### config.mk
export PLATFORM = sky130hd
export DESIGN_NAME = bitplane_strip_shifter_top
export DESIGN_NICKNAME = d
export VERILOG_FILES = /design/src/rtl/bss_pkg.sv /design/src/rtl/bss_lane.sv /design/src/rtl/bss_outq.sv /design/src/rtl/bitplane_strip_shifter_top.sv
export SDC_FILE = /design/constraint.sdc
export NUM_CORES = 1
export LEC_CHECK = 0
export BUFFER_PORTS_ARGS = -buffer_cell sky130_fd_sc_hd__buf_2
export CORE_MARGIN = 2
export CORE_UTILIZATION = 30
export CTS_CLUSTER_DIAMETER = 30
export DETAILED_ROUTE_END_ITERATION = 8
export GPL_TIMING_DRIVEN = 0
export PLACE_DENSITY_LB_ADDON = 0.08
export REMOVE_ABC_BUFFERS = 1
export SYNTH_ARGS = -nofsm -noshare
export SYNTH_HDL_FRONTEND = slang
export SYNTH_SLANG_ARGS = --single-unit
export TNS_END_PERCENT = 20
### constraint.sdc
create_clock -name clk_i -period 3.5 [get_ports clk_i]
set_clock_uncertainty 0.05 [all_clocks]
set_input_delay 0.525 -clock clk_i [delete_from_list [all_inputs] [get_ports clk_i]]
set_output_delay 0.525 -clock clk_i [all_outputs]
set_load 0.01 [all_outputs]
### src/rtl/bss_pkg.sv
// ----------------------------------------------------------------------------
// bss_pkg
// Shared types and constants for the bitplane strip shifter.
// ----------------------------------------------------------------------------
package bss_pkg;

  localparam int unsigned ByteW  = 8;
  localparam int unsigned Lanes  = 5;
  localparam int unsigned ShiftW = 3;
  localparam int unsigned DataW  = Lanes * ByteW;

  // Control that every lane sees for one strip
  typedef struct packed {
    logic              accept;
    logic              row_end;
    logic [ShiftW-1:0] shift;
  } bss_lane_ctrl_t;

  // One output word: packed strip plus row-done flag
  typedef struct packed {
    logic             last;
    logic [DataW-1:0] data;
  } bss_word_t;

endpackage

### src/rtl/bss_lane.sv
// ----------------------------------------------------------------------------
// bss_lane
// Shifts one byte right and holds the bits that fall off as the carry
// for the next strip of the row.
// ----------------------------------------------------------------------------
module bss_lane (
  input  logic                             clk_i,
  input  logic                             rst_ni,
  input  bss_pkg::bss_lane_ctrl_t          ctrl_i,
  input  logic [bss_pkg::ByteW-1:0]        byte_i,
  output logic [bss_pkg::ByteW-1:0]        merged_o,
  output logic [bss_pkg::ByteW-1:0]        spill_o
);
  import bss_pkg::*;

  logic [2*ByteW-1:0] wide;
  logic [ByteW-1:0]   carry_q;
  logic [ByteW-1:0]   carry_d;

  // high byte goes out now, low byte carries on
  assign wide     = {byte_i, {ByteW{1'b0}}} >> ctrl_i.shift;
  assign merged_o = carry_q | wide[2*ByteW-1:ByteW];
  assign spill_o  = wide[ByteW-1:0];

  always_comb begin
    carry_d = carry_q;
    if (ctrl_i.accept) begin
      // drop the carry once it is flushed at the row end
      carry_d = ctrl_i.row_end ? '0 : spill_o;
    end
  end

  always_ff @(posedge clk_i or negedge rst_ni) begin
    if (!rst_ni) begin
      carry_q <= '0;
    end else begin
      carry_q <= carry_d;
    end
  end

endmodule

### src/rtl/bss_outq.sv
// ----------------------------------------------------------------------------
// bss_outq
// Merges the lane results into output words and queues them; a row end
// pushes the merged strip and the flushed carry strip in the same cycle.
// ----------------------------------------------------------------------------
module bss_outq (
  input  logic                         clk_i,
  input  logic                         rst_ni,
  input  logic                         push_i,
  input  logic                         row_end_i,
  input  logic [bss_pkg::DataW-1:0]    merged_i,
  input  logic [bss_pkg::DataW-1:0]    spill_i,
  output logic                         room_o,
  output bss_pkg::bss_word_t           word_o,
  output logic                         valid_o,
  input  logic                         ready_i
);
  import bss_pkg::*;

  localparam int unsigned Depth = 3;

  bss_word_t  mem_q [Depth];
  logic [1:0] wr_ptr_q, wr_ptr_d;
  logic [1:0] rd_ptr_q, rd_ptr_d;
  logic [1:0] count_q,  count_d;
  logic [1:0] wr_next;
  logic       push_two;
  logic       pop;

  function automatic logic [1:0] ptr_inc(input logic [1:0] p);
    ptr_inc = (p == 2'(Depth - 1)) ? 2'd0 : p + 2'd1;
  endfunction

  assign push_two = push_i & row_end_i;
  assign pop      = valid_o & ready_i;
  assign wr_next  = ptr_inc(wr_ptr_q);

  assign valid_o = (count_q != 2'd0);
  assign room_o  = (count_q <= 2'd1);
  assign word_o  = mem_q[rd_ptr_q];

  always_comb begin
    wr_ptr_d = wr_ptr_q;
    rd_ptr_d = rd_ptr_q;
    if (push_i) begin
      wr_ptr_d = push_two ? ptr_inc(wr_next) : wr_next;
    end
    if (pop) begin
      rd_ptr_d = ptr_inc(rd_ptr_q);
    end
    count_d = count_q + 2'(push_i) + 2'(push_two) - 2'(pop);
  end

  always_ff @(posedge clk_i or negedge rst_ni) begin
    if (!rst_ni) begin
      wr_ptr_q <= '0;
      rd_ptr_q <= '0;
      count_q  <= '0;
    end else begin
      wr_ptr_q <= wr_ptr_d;
      rd_ptr_q <= rd_ptr_d;
      count_q  <= count_d;
    end
  end

  always_ff @(posedge clk_i) begin
    if (push_i) begin
      mem_q[wr_ptr_q] <= '{last: 1'b0, data: merged_i};
    end
    if (push_two) begin
      mem_q[wr_next] <= '{last: 1'b1, data: spill_i};
    end
  end

endmodule

### src/rtl/bitplane_strip_shifter_top.sv
// ----------------------------------------------------------------------------
// bitplane_strip_shifter_top
// Shifts 8-pixel bitplane strips right with carry into the next strip and
// emits a carry strip at each row end.
// ----------------------------------------------------------------------------
// An accepted strip is registered in the output queue before it leaves as its output word.
// Throughput: one strip per cycle while the output queue has room; a row-end strip makes two
//   words, so the input holds off after it until the sink takes a word.
// Reset: clears the shift register, all lane carries and the output queue.
module bitplane_strip_shifter_top (
  input  logic                       clk_i,
  input  logic                       rst_ni,
  input  logic                       cfg_we_i,
  input  logic [bss_pkg::ShiftW-1:0] cfg_wdata_i,     // pixel_shift
  input  logic                       s_axis_tvalid,
  output logic                       s_axis_tready,
  input  logic [bss_pkg::DataW-1:0]  s_axis_tdata,    // in_plane0..3, in_mask
  input  logic                       s_axis_tlast,    // row_end
  output logic                       m_axis_tvalid,
  input  logic                       m_axis_tready,
  output logic [bss_pkg::DataW-1:0]  m_axis_tdata,    // out_plane0..3, out_mask
  output logic                       m_axis_tlast     // row_done
);
  import bss_pkg::*;

  logic [ShiftW-1:0] shift_q;
  logic [ShiftW-1:0] shift_d;
  bss_lane_ctrl_t    lane_ctrl;
  logic [DataW-1:0]  merged;
  logic [DataW-1:0]  spill;
  logic              accept;
  bss_word_t         word;

  assign shift_d = cfg_we_i ? cfg_wdata_i : shift_q;

  always_ff @(posedge clk_i or negedge rst_ni) begin
    if (!rst_ni) begin
      shift_q <= '0;
    end else begin
      shift_q <= shift_d;
    end
  end

  assign accept    = s_axis_tvalid & s_axis_tready;
  assign lane_ctrl = '{accept: accept, row_end: s_axis_tlast, shift: shift_q};

  for (genvar g = 0; g < Lanes; g++) begin : g_lane
    bss_lane u_lane (
      .clk_i    (clk_i),
      .rst_ni   (rst_ni),
      .ctrl_i   (lane_ctrl),
      .byte_i   (s_axis_tdata[g*ByteW +: ByteW]),
      .merged_o (merged[g*ByteW +: ByteW]),
      .spill_o  (spill[g*ByteW +: ByteW])
    );
  end

  bss_outq u_outq (
    .clk_i     (clk_i),
    .rst_ni    (rst_ni),
    .push_i    (accept),
    .row_end_i (s_axis_tlast),
    .merged_i  (merged),
    .spill_i   (spill),
    .room_o    (s_axis_tready),
    .word_o    (word),
    .valid_o   (m_axis_tvalid),
    .ready_i   (m_axis_tready)
  );

  assign m_axis_tdata = word.data;
  assign m_axis_tlast = word.last;

endmodule
# == After elaboration in Yosys (flattened, before gate mapping) ==
# Memories as Yosys holds them, arrays and structs flattened.
# Index checks and enable logic that the tools add are counted.
# totals
reg_bits,49
mem_bits_rw,123
inputBits,49
output_inout_bits,43
elab_cells,47
memories,1
# op_classes
n_addsub,6
order_cmp,1
eq_ne,3
n_shift,5
n_mux,13
bitwise,8
reduce_logical,1
# mem_list
memory,words,width,read_ports,rd_ports_with_merged_regs,write_ports,line_no,rtl
u_outq.mem_q,3,41,1,0,2,bss_outq.sv:22,bss_word_t mem_q [Depth];
# ops
cell,n
16-bit by 3-bit right shift with 16-bit output,5
8-bit two-way mux,5
8-bit bitwise OR,5
2-bit two-way mux,4
2-bit by 1-bit adder with 2-bit output (second input constant),3
2-bit equality test (second input constant),3
2-bit by 1-bit adder with 2-bit output,2
1-bit two-way mux,4
1-bit bitwise AND,3
2-bit by 1-bit <= comparator with 1-bit output (second input constant),1
2-bit nonzero test,1
2-bit by 1-bit subtractor with 2-bit output,1

# == Logic depth before layout (Yosys ltp) ==
# Gate-level depths: netlist of run 1.
# logic_depth
depth_word,5
ltp_mapped,8
ltp_nobuf,7

# == Modules after synthesis ==
# From an unflattened synthesis of run 1, not the netlist that was laid out.
# hier_totals
hier_cells,1151
hier_area_um2,11559.8
# modules_own_cells
module,instances,cells_per_inst,area_per_inst_um2,seq_area_each_um2
bss_outq,1,739,7759.9,3813.7
bss_lane,5,81,737.0,175.2
bitplane_strip_shifter_top,1,7,115.1,75.1

# == Worst setup path after synthesis of run 1 ==
# No wires, ideal clock.
# synth_path
path_kind,input port to flip-flop
from,in s_axis_tvalid
to,mem u_outq.mem_q[0][0] (netlist name) (enable)
setup_time_ns,0.398
arrival_time_ns,2.361
required_ns,3.052
setup_slack_ns,0.691
path_stages,7
path_buffers,3
cell_sequence,nor2b_1 buf_4 inv_2 or3_1 buf_2 buf_2 nand2_1
# synth_rtl
item,line_no,rtl
"start, declared",bitplane_strip_shifter_top.sv:15,"input logic s_axis_tvalid,"
"end, declared",bss_outq.sv:22,

==> impl_metrics.yaml, run 1 <==
drt:
  drc: 0
  first_iter_violations: 471
  vias: 6965
  ant_nets: 0
  drt_wl_total_um: 30900
  drtPass1Iterations: 4
  vias_per_cell: 5.35
  wl_per_cell_um: 23.7
timing:
  min_period_over_period: 0.895
  rsz0062_at_grt: "false"
  hold-worst-slack_ns: 0.265
  setup_viol: 0
  hold_viol: 0
  relSlewSlack: 0.131
  tns_ns: 0
  clock.fmax_mhz: 319
  fin_crit_ns: 3.13
  final_max_slew_viol_count: 0
  tightest_slew_ns: 1.30
clock_network:
  htree_levels: 4
  clock_path_buffers: 2
  cts_resized: 5
  clock_sinks: 167
  ctsHoldBuffers: 0
  numCtsBuffers: 17
  clock_latency_ns: 0.45
  cts_tree: "built"
  clk_pin_slew_ns: 0.07
  post_cts_buffers: 0
  root_buffer: "clkbuf_16"
synth:
  yosys.area.top_type_share: 0.386
  synth_cell_types: 54
  syn_area_um2: 9330
  synth_commonest_cells: "133 x nand2_1, 120 x edfxtp_1, 99 x o22ai_1"
  ys_top_cells_by_area: "edfxtp_1 39%, dfrtp_1 12%, mux2i_1 7.8%, o22ai_1 6.6%, nand2_1 5.4%"
  synth_edf_count: 120
  ys_ff_latch: 167
  ys_seq_area_frac: 0.511
  yosys.area.top_type: "edfxtp_1"
  synth_most_common_cell: "nand2_1"
  async_reset_ff_frac: 0.263
  yosys_most_used_dff: "edfxtp_1"
  synth.avg_cell_area_um2: 11.1
  syn-instance-count: 841
  ys_warn_count: 0
cells_and_area:
  fillers: 3080
  fin_cells: 1301
  drive_gt1_frac: 0.248
  finalNetCount: 943
  antenna_cells: 0
  syn2layout_area_growth_pct: 15.9
  final_util: 0.354
power_and_ir_drop:
  total_power_mw: 7.75
  power_frac_seq: 0.394
  share_comb_of_total_power: 0.350
  switching_share: 0.372
  p_sw_mw: 2.89
  peakVddDrop_mv: 0.432
  power.density_nw_per_um2: 716
  p_int_mw: 4.86
  p_clk_frac: 0.255
  leakagePower_nw: 3.95
place:
  place_congestion: 0.738
  hpwl_um: 19200
  dpl.cell_count: 1269
  io_buffers: 91
floorplan:
  core_um2: 30600
  die_w_um: 180
  placementRows: 64
  die-height_um: 180
  ios: 92
  start_util: 0.305
  die-area_um2: 32500
grt:
  grt_pass1_vias: 7056
  grt_max_degree: 86
  grt_util_met2: 0.318
  grt_pass1_wl_um: 46500
  grt_antenna_before_repair: 0
  grt-busiest-layer: "met2"
  grt_use_met3: 0.0267
  grt_use_met1: 0.266
  grtUsageTotal: 0.192
  grt.overflow.total: 0
hold_path:
  hp-class: "in2reg"
setup_path:
  critPathMaxStageDelay_ns: 0.48
  crit_top_cell: "nand2_4"
  critPathCaptureType: "flop"
  cp_cell_sequence: "nor2b_2, inv_4, nor3b_4, nand2_4, nand2_4, buf_12"
  path_max_fanout: 44
  required_ns: 3.58
  worst-setup-path-type: "reg2reg"
  worst_ep_arrival_time_ns: 3.21
  slowest_stage: "nor3b_4"
  startpoint_type: "flop"
outcome:
  outcome: "completed"
flow_run:
  maxCapViolCount: 0
-- power by group through the flow --
stage / registers, mW / clock network, mW / logic, mW
finish: 3.06 / 1.98 / 2.71
global route: 3.13 / 2.09 / 2.99
CTS: 3.07 / 2.01 / 2.77
detailed placement: 3.11 / 0 / 2.75
global placement: 3.26 / 0 / 2.52
floorplan: 3.07 / 0 / 1.56
-- critical path: cells and delay by family, from the launching register on --
kind                   cells  cell delay, ns
DFF                        1            0.40
buffers and inverters      2            0.58
and+or+nand+nor            4            1.73
-- kinds of logic (layout without fill, tap and decap cells) --
logic type	count (synthesis)	count (layout)	synth area share
and+or+nand+nor	200	200	0.0964
muxes	115	115	0.136
AOI/OAI and AO/OA	274	274	0.202
adders and majority gates	2	2	0.00349
buffers and inverters	80	144	0.0484
DFF	167	167	0.511
xor gates and xnor gates	3	3	0.00282
-- area by class of cell --
cell class | instances | area [um^2] | area share
Inverter | 7 | 28.8 | 0.00266
Clock buffer | 21 | 504 | 0.0466
Timing Repair Buffer | 105 | 746 | 0.0689
Clock inverter | 11 | 105 | 0.00972
Multi-Input combinational cell | 594 | 4160 | 0.385
Tap cell | 396 | 495 | 0.0458
Sequential cell | 167 | 4780 | 0.442
-- flip-flops by register name (all words and copies together), names as in the netlist --
signal / flops
u_outq.mem_q: 123
u_outq.rd_ptr_q: 2
u_outq.wr_ptr_q: 2
shift_q: 3
g_lane.u_lane.carry_q: 35
u_outq.count_q: 2
-- cells in the final DEF, fill, tap and decap left out, drive strengths merged, types with 3 or more instances in the layout --
master	instances
xnor2	3
o22ai	100
clkbuf	21
a22oi	5
dfrtp	44
a2111oi	5
nor3	4
buf	105
mux2i	74
a22o	5
nand2	134
a21o	7
inv	13
nor2	22
nor2b	6
o21a	5
dfxtp	3
nand3	3
a211o	5
and3	8
mux2	36
o22a	5
a31o	4
a221oi	11
a211oi	10
edfxtp	120
a21oi	10
o21ai	99
nand2b	9
mux4	5
nand3b	8
-- through the flow --
step | worst slack [ns] | cell area [um^2]
global placement | -2.69 | 9850
CTS | 0.0826 | 10800
detailed placement | -0.882 | 10200
global route | 0.201 | 10800
finish | 0.368 | 10800
floorplan | 0.0453 | 8900
-- path summary, 6_finish.rpt --
path	endpoint	from	slack, ns	depth (start not counted)
setup / recovery	u_outq.mem_q[2][39]	u_outq.count_q[1]	0.37	6
min in group asynchronous	g_lane[4].u_lane.carry_q[3]	rst_ni	0.31	1
max in group asynchronous	u_outq.rd_ptr_q[0]	rst_ni	2.17	1
hold reg to reg	u_outq.mem_q[2][40]	u_outq.mem_q[2][40]	0.40	2
hold / removal	shift_q[2]	cfg_wdata_i[2]	0.27	3
setup reg to reg	u_outq.mem_q[2][39]	u_outq.count_q[1]	0.37	6
-- routing by layer --
layer	share of wire	wire, um	vias to the layer above
li1	-	-	3307
met1	0.48	14800	3513
met2	0.48	14900	126
met4	0.0094	289	0
met3	0.029	883	19
met5	0	0	-
(Power assumes the default switching activity.)
==> run 2, diff against run 1 <==
--- a/config.mk
+++ b/config.mk
@@ -6,12 +6,12 @@
 export NUM_CORES = 1
 export LEC_CHECK = 0
 export BUFFER_PORTS_ARGS = -buffer_cell sky130_fd_sc_hd__buf_2
+export CORE_ASPECT_RATIO = 0.9
 export CORE_MARGIN = 2
 export CORE_UTILIZATION = 30
 export CTS_CLUSTER_DIAMETER = 30
 export DETAILED_ROUTE_END_ITERATION = 8
 export GPL_TIMING_DRIVEN = 0
-export PLACE_DENSITY_LB_ADDON = 0.08
 export REMOVE_ABC_BUFFERS = 1
 export SYNTH_ARGS = -nofsm -noshare
 export SYNTH_HDL_FRONTEND = slang
==> impl_metrics.yaml, run 2 (same netlist as run 1, synthesis figures left out) <==
hold_path:
  hp-class: "in2async"
drt:
  drtPass1Iterations: 6
  wl_per_cell_um: 21.7
  drc: 0
  first_iter_violations: 705
  vias: 7270
  vias_per_cell: 5.50
  drt_wl_total_um: 28600
  ant_nets: 0
setup_path:
  slowest_stage: "nor3b_4"
  ff2ff_path_depth: 6
  critPathMaxStageDelay_ns: 0.48
  critPathCaptureType: "flop"
  worst-path-stages: 6
  r2r-start: "u_outq.count_q[1]"
  startpoint: "u_outq.count_q[1]"
  startpoint_type: "flop"
  required_ns: 3.56
  crit_buf_inv: 2
  worst_ep_arrival_time_ns: 3.18
  rrSetupSlack_ns: 0.39
  worst-setup-path-type: "reg2reg"
  worst_r2r_endpoint: "u_outq.mem_q[2][26]"
  path_max_fanout: 44
  path_delay_family: "simple AND/OR/NAND/NOR gates"
  cp-endpoint: "u_outq.mem_q[2][26]"
  cp_cell_sequence: "nor2b_2, inv_4, nor3b_4, nand2_4, nand2_2, buf_12"
cells_and_area:
  regMostFlops: "u_outq.mem_q"
  final_cell_mix: "129 x nand2_1, 120 x edfxtp_1, 99 x o22ai_1, 91 x buf_2, 85 x o21ai_0"
  final_util: 0.351
  largest_reg_flops: 123
  drive_gt1_frac: 0.248
  final_cell_area_um2: 10800
  layout_commonest_cell: "nand2_1"
  fillers: 3033
  finalNetCount: 943
  syn2layout_area_growth_pct: 15.8
  reg_top3: "u_outq.mem_q x123, g_lane.u_lane.carry_q x35, shift_q x3"
timing:
  hold_viol: 0
  tightest_slew_ns: 1.27
  clock.fmax_mhz: 321
  setup_viol: 0
  hold-worst-slack_ns: 0.270
  min_period_over_period: 0.889
  fin_crit_ns: 3.11
  rsz0062_at_grt: "false"
  relSlewSlack: 0.154
  final_max_slew_viol_count: 0
flow_run:
  maxCapViolCount: 0
power_and_ir_drop:
  peakVddDrop_mv: 0.324
  leakagePower_nw: 3.92
  total_power_mw: 7.64
  power.density_nw_per_um2: 707
floorplan:
  ios: 92
  die_w_um: 190
  die-height_um: 171
  start_util: 0.303
  die-area_um2: 32500
  placementRows: 61
  core_um2: 30800
place:
  io_buffers: 91
  place_congestion: 0.828
  hpwl_um: 18200
  dpl_cell_area_um2: 10200
grt:
  grt_max_degree: 51
  grt_pass1_wl_um: 43600
  grt_pass1_vias: 7163
  grt_antenna_before_repair: 5
  grt.overflow.total: 0
  grtUsageTotal: 0.179
clock_network:
  htree_levels: 4
  post_cts_buffers: 0
  clock_path_buffers: 2
  clock_latency_ns: 0.43
  root_buffer: "clkbuf_16"
  clock_sinks: 167
  clk_pin_slew_ns: 0.07
  numCtsBuffers: 17
  cts_tree: "built"
outcome:
  outcome: "completed"
==> run 2: cell count changes in the layout (fill, tap and decap cells not counted), moves of 2 or more <==
cell	previous run	this run
buf_12	6	8
nand2_2	1	4
clkbuf_16	20	17
clkinv_2	2	0
nand2_4	4	1
clkinv_4	0	4
buf_16	4	2
diode_2	0	8
==> run 2: how the worst min path moves through the flow <==
stage,start,end,slack [ns],cells after the start
4_1_cts,cfg_wdata_i[0],shift_q[0],0.27,3
6_report,rst_ni,u_outq.count_q[0],0.27,1
2_1_floorplan,rst_ni,g_lane[0].u_lane.carry_q[1],0.18,0
3_5_place_dp,u_outq.mem_q[0][40],u_outq.mem_q[0][40],0.39,2
5_1_grt,cfg_wdata_i[1],shift_q[1],0.29,2
3_3_place_gp,u_outq.mem_q[1][40],u_outq.mem_q[1][40],0.38,2
==> run 2: timing repair <==
action / 4_1_cts / 5_1_grt
hold buffers: 0 / 0
hold endpoints to repair: 0 / 0
gates resized for setup: 2 / 3
endpoints found under the setup margin: 68 / 58
==> run 2: worst reg2reg max path, cell delays in order (launching register included) <==
cell and delay (ns):
dfrtp_1 0.40, nor2b_2 0.34, inv_4 0.31, nor3b_4 0.49
nand2_4 0.42, nand2_2 0.47, buf_12 0.30
==> run 2: final cells by class <==
class | count | area (um^2) | area share
repair buffers | 105 | 731 | 0.0676
flip-flops and latches | 167 | 4770 | 0.442
inverters | 7 | 28.8 | 0.00266
diodes | 8 | 20.0 | 0.00185
multi-input cells | 594 | 4140 | 0.384
clock buffers | 17 | 425 | 0.0394
clock inverters | 15 | 169 | 0.0156
well taps | 409 | 512 | 0.0474
==> run 2: per-stage QoR <==
step	TNS [ns]	instances	worst slack, ns
global placement	-342.14	1268	-2.19
finish	0	1322	0.388
floorplan	0	768	0.0453
detailed placement	-34.25	1282	-0.571
global route	0	1315	0.229
CTS	0	1314	0.00991
==> run 2: where the power goes <==
group	total (mW)	internal (mW)	switching, mW
clock	1.91	1.07	0.841
combinational	2.63	1.03	1.60
sequential	3.10	2.69	0.410
total	7.64	4.79	2.85
==> run 2: per-layer routing <==
metal  share of wire  global-route usage  wire, um  vias to the layer above
met3           0.069              0.0398      1970                       43
met4           0.019              0.0519       533                        4
li1                -                   -         -                     3330
met1            0.44               0.242     12700                     3625
met5         0.00084                   0        24                        -
met2            0.47               0.286     13400                      268
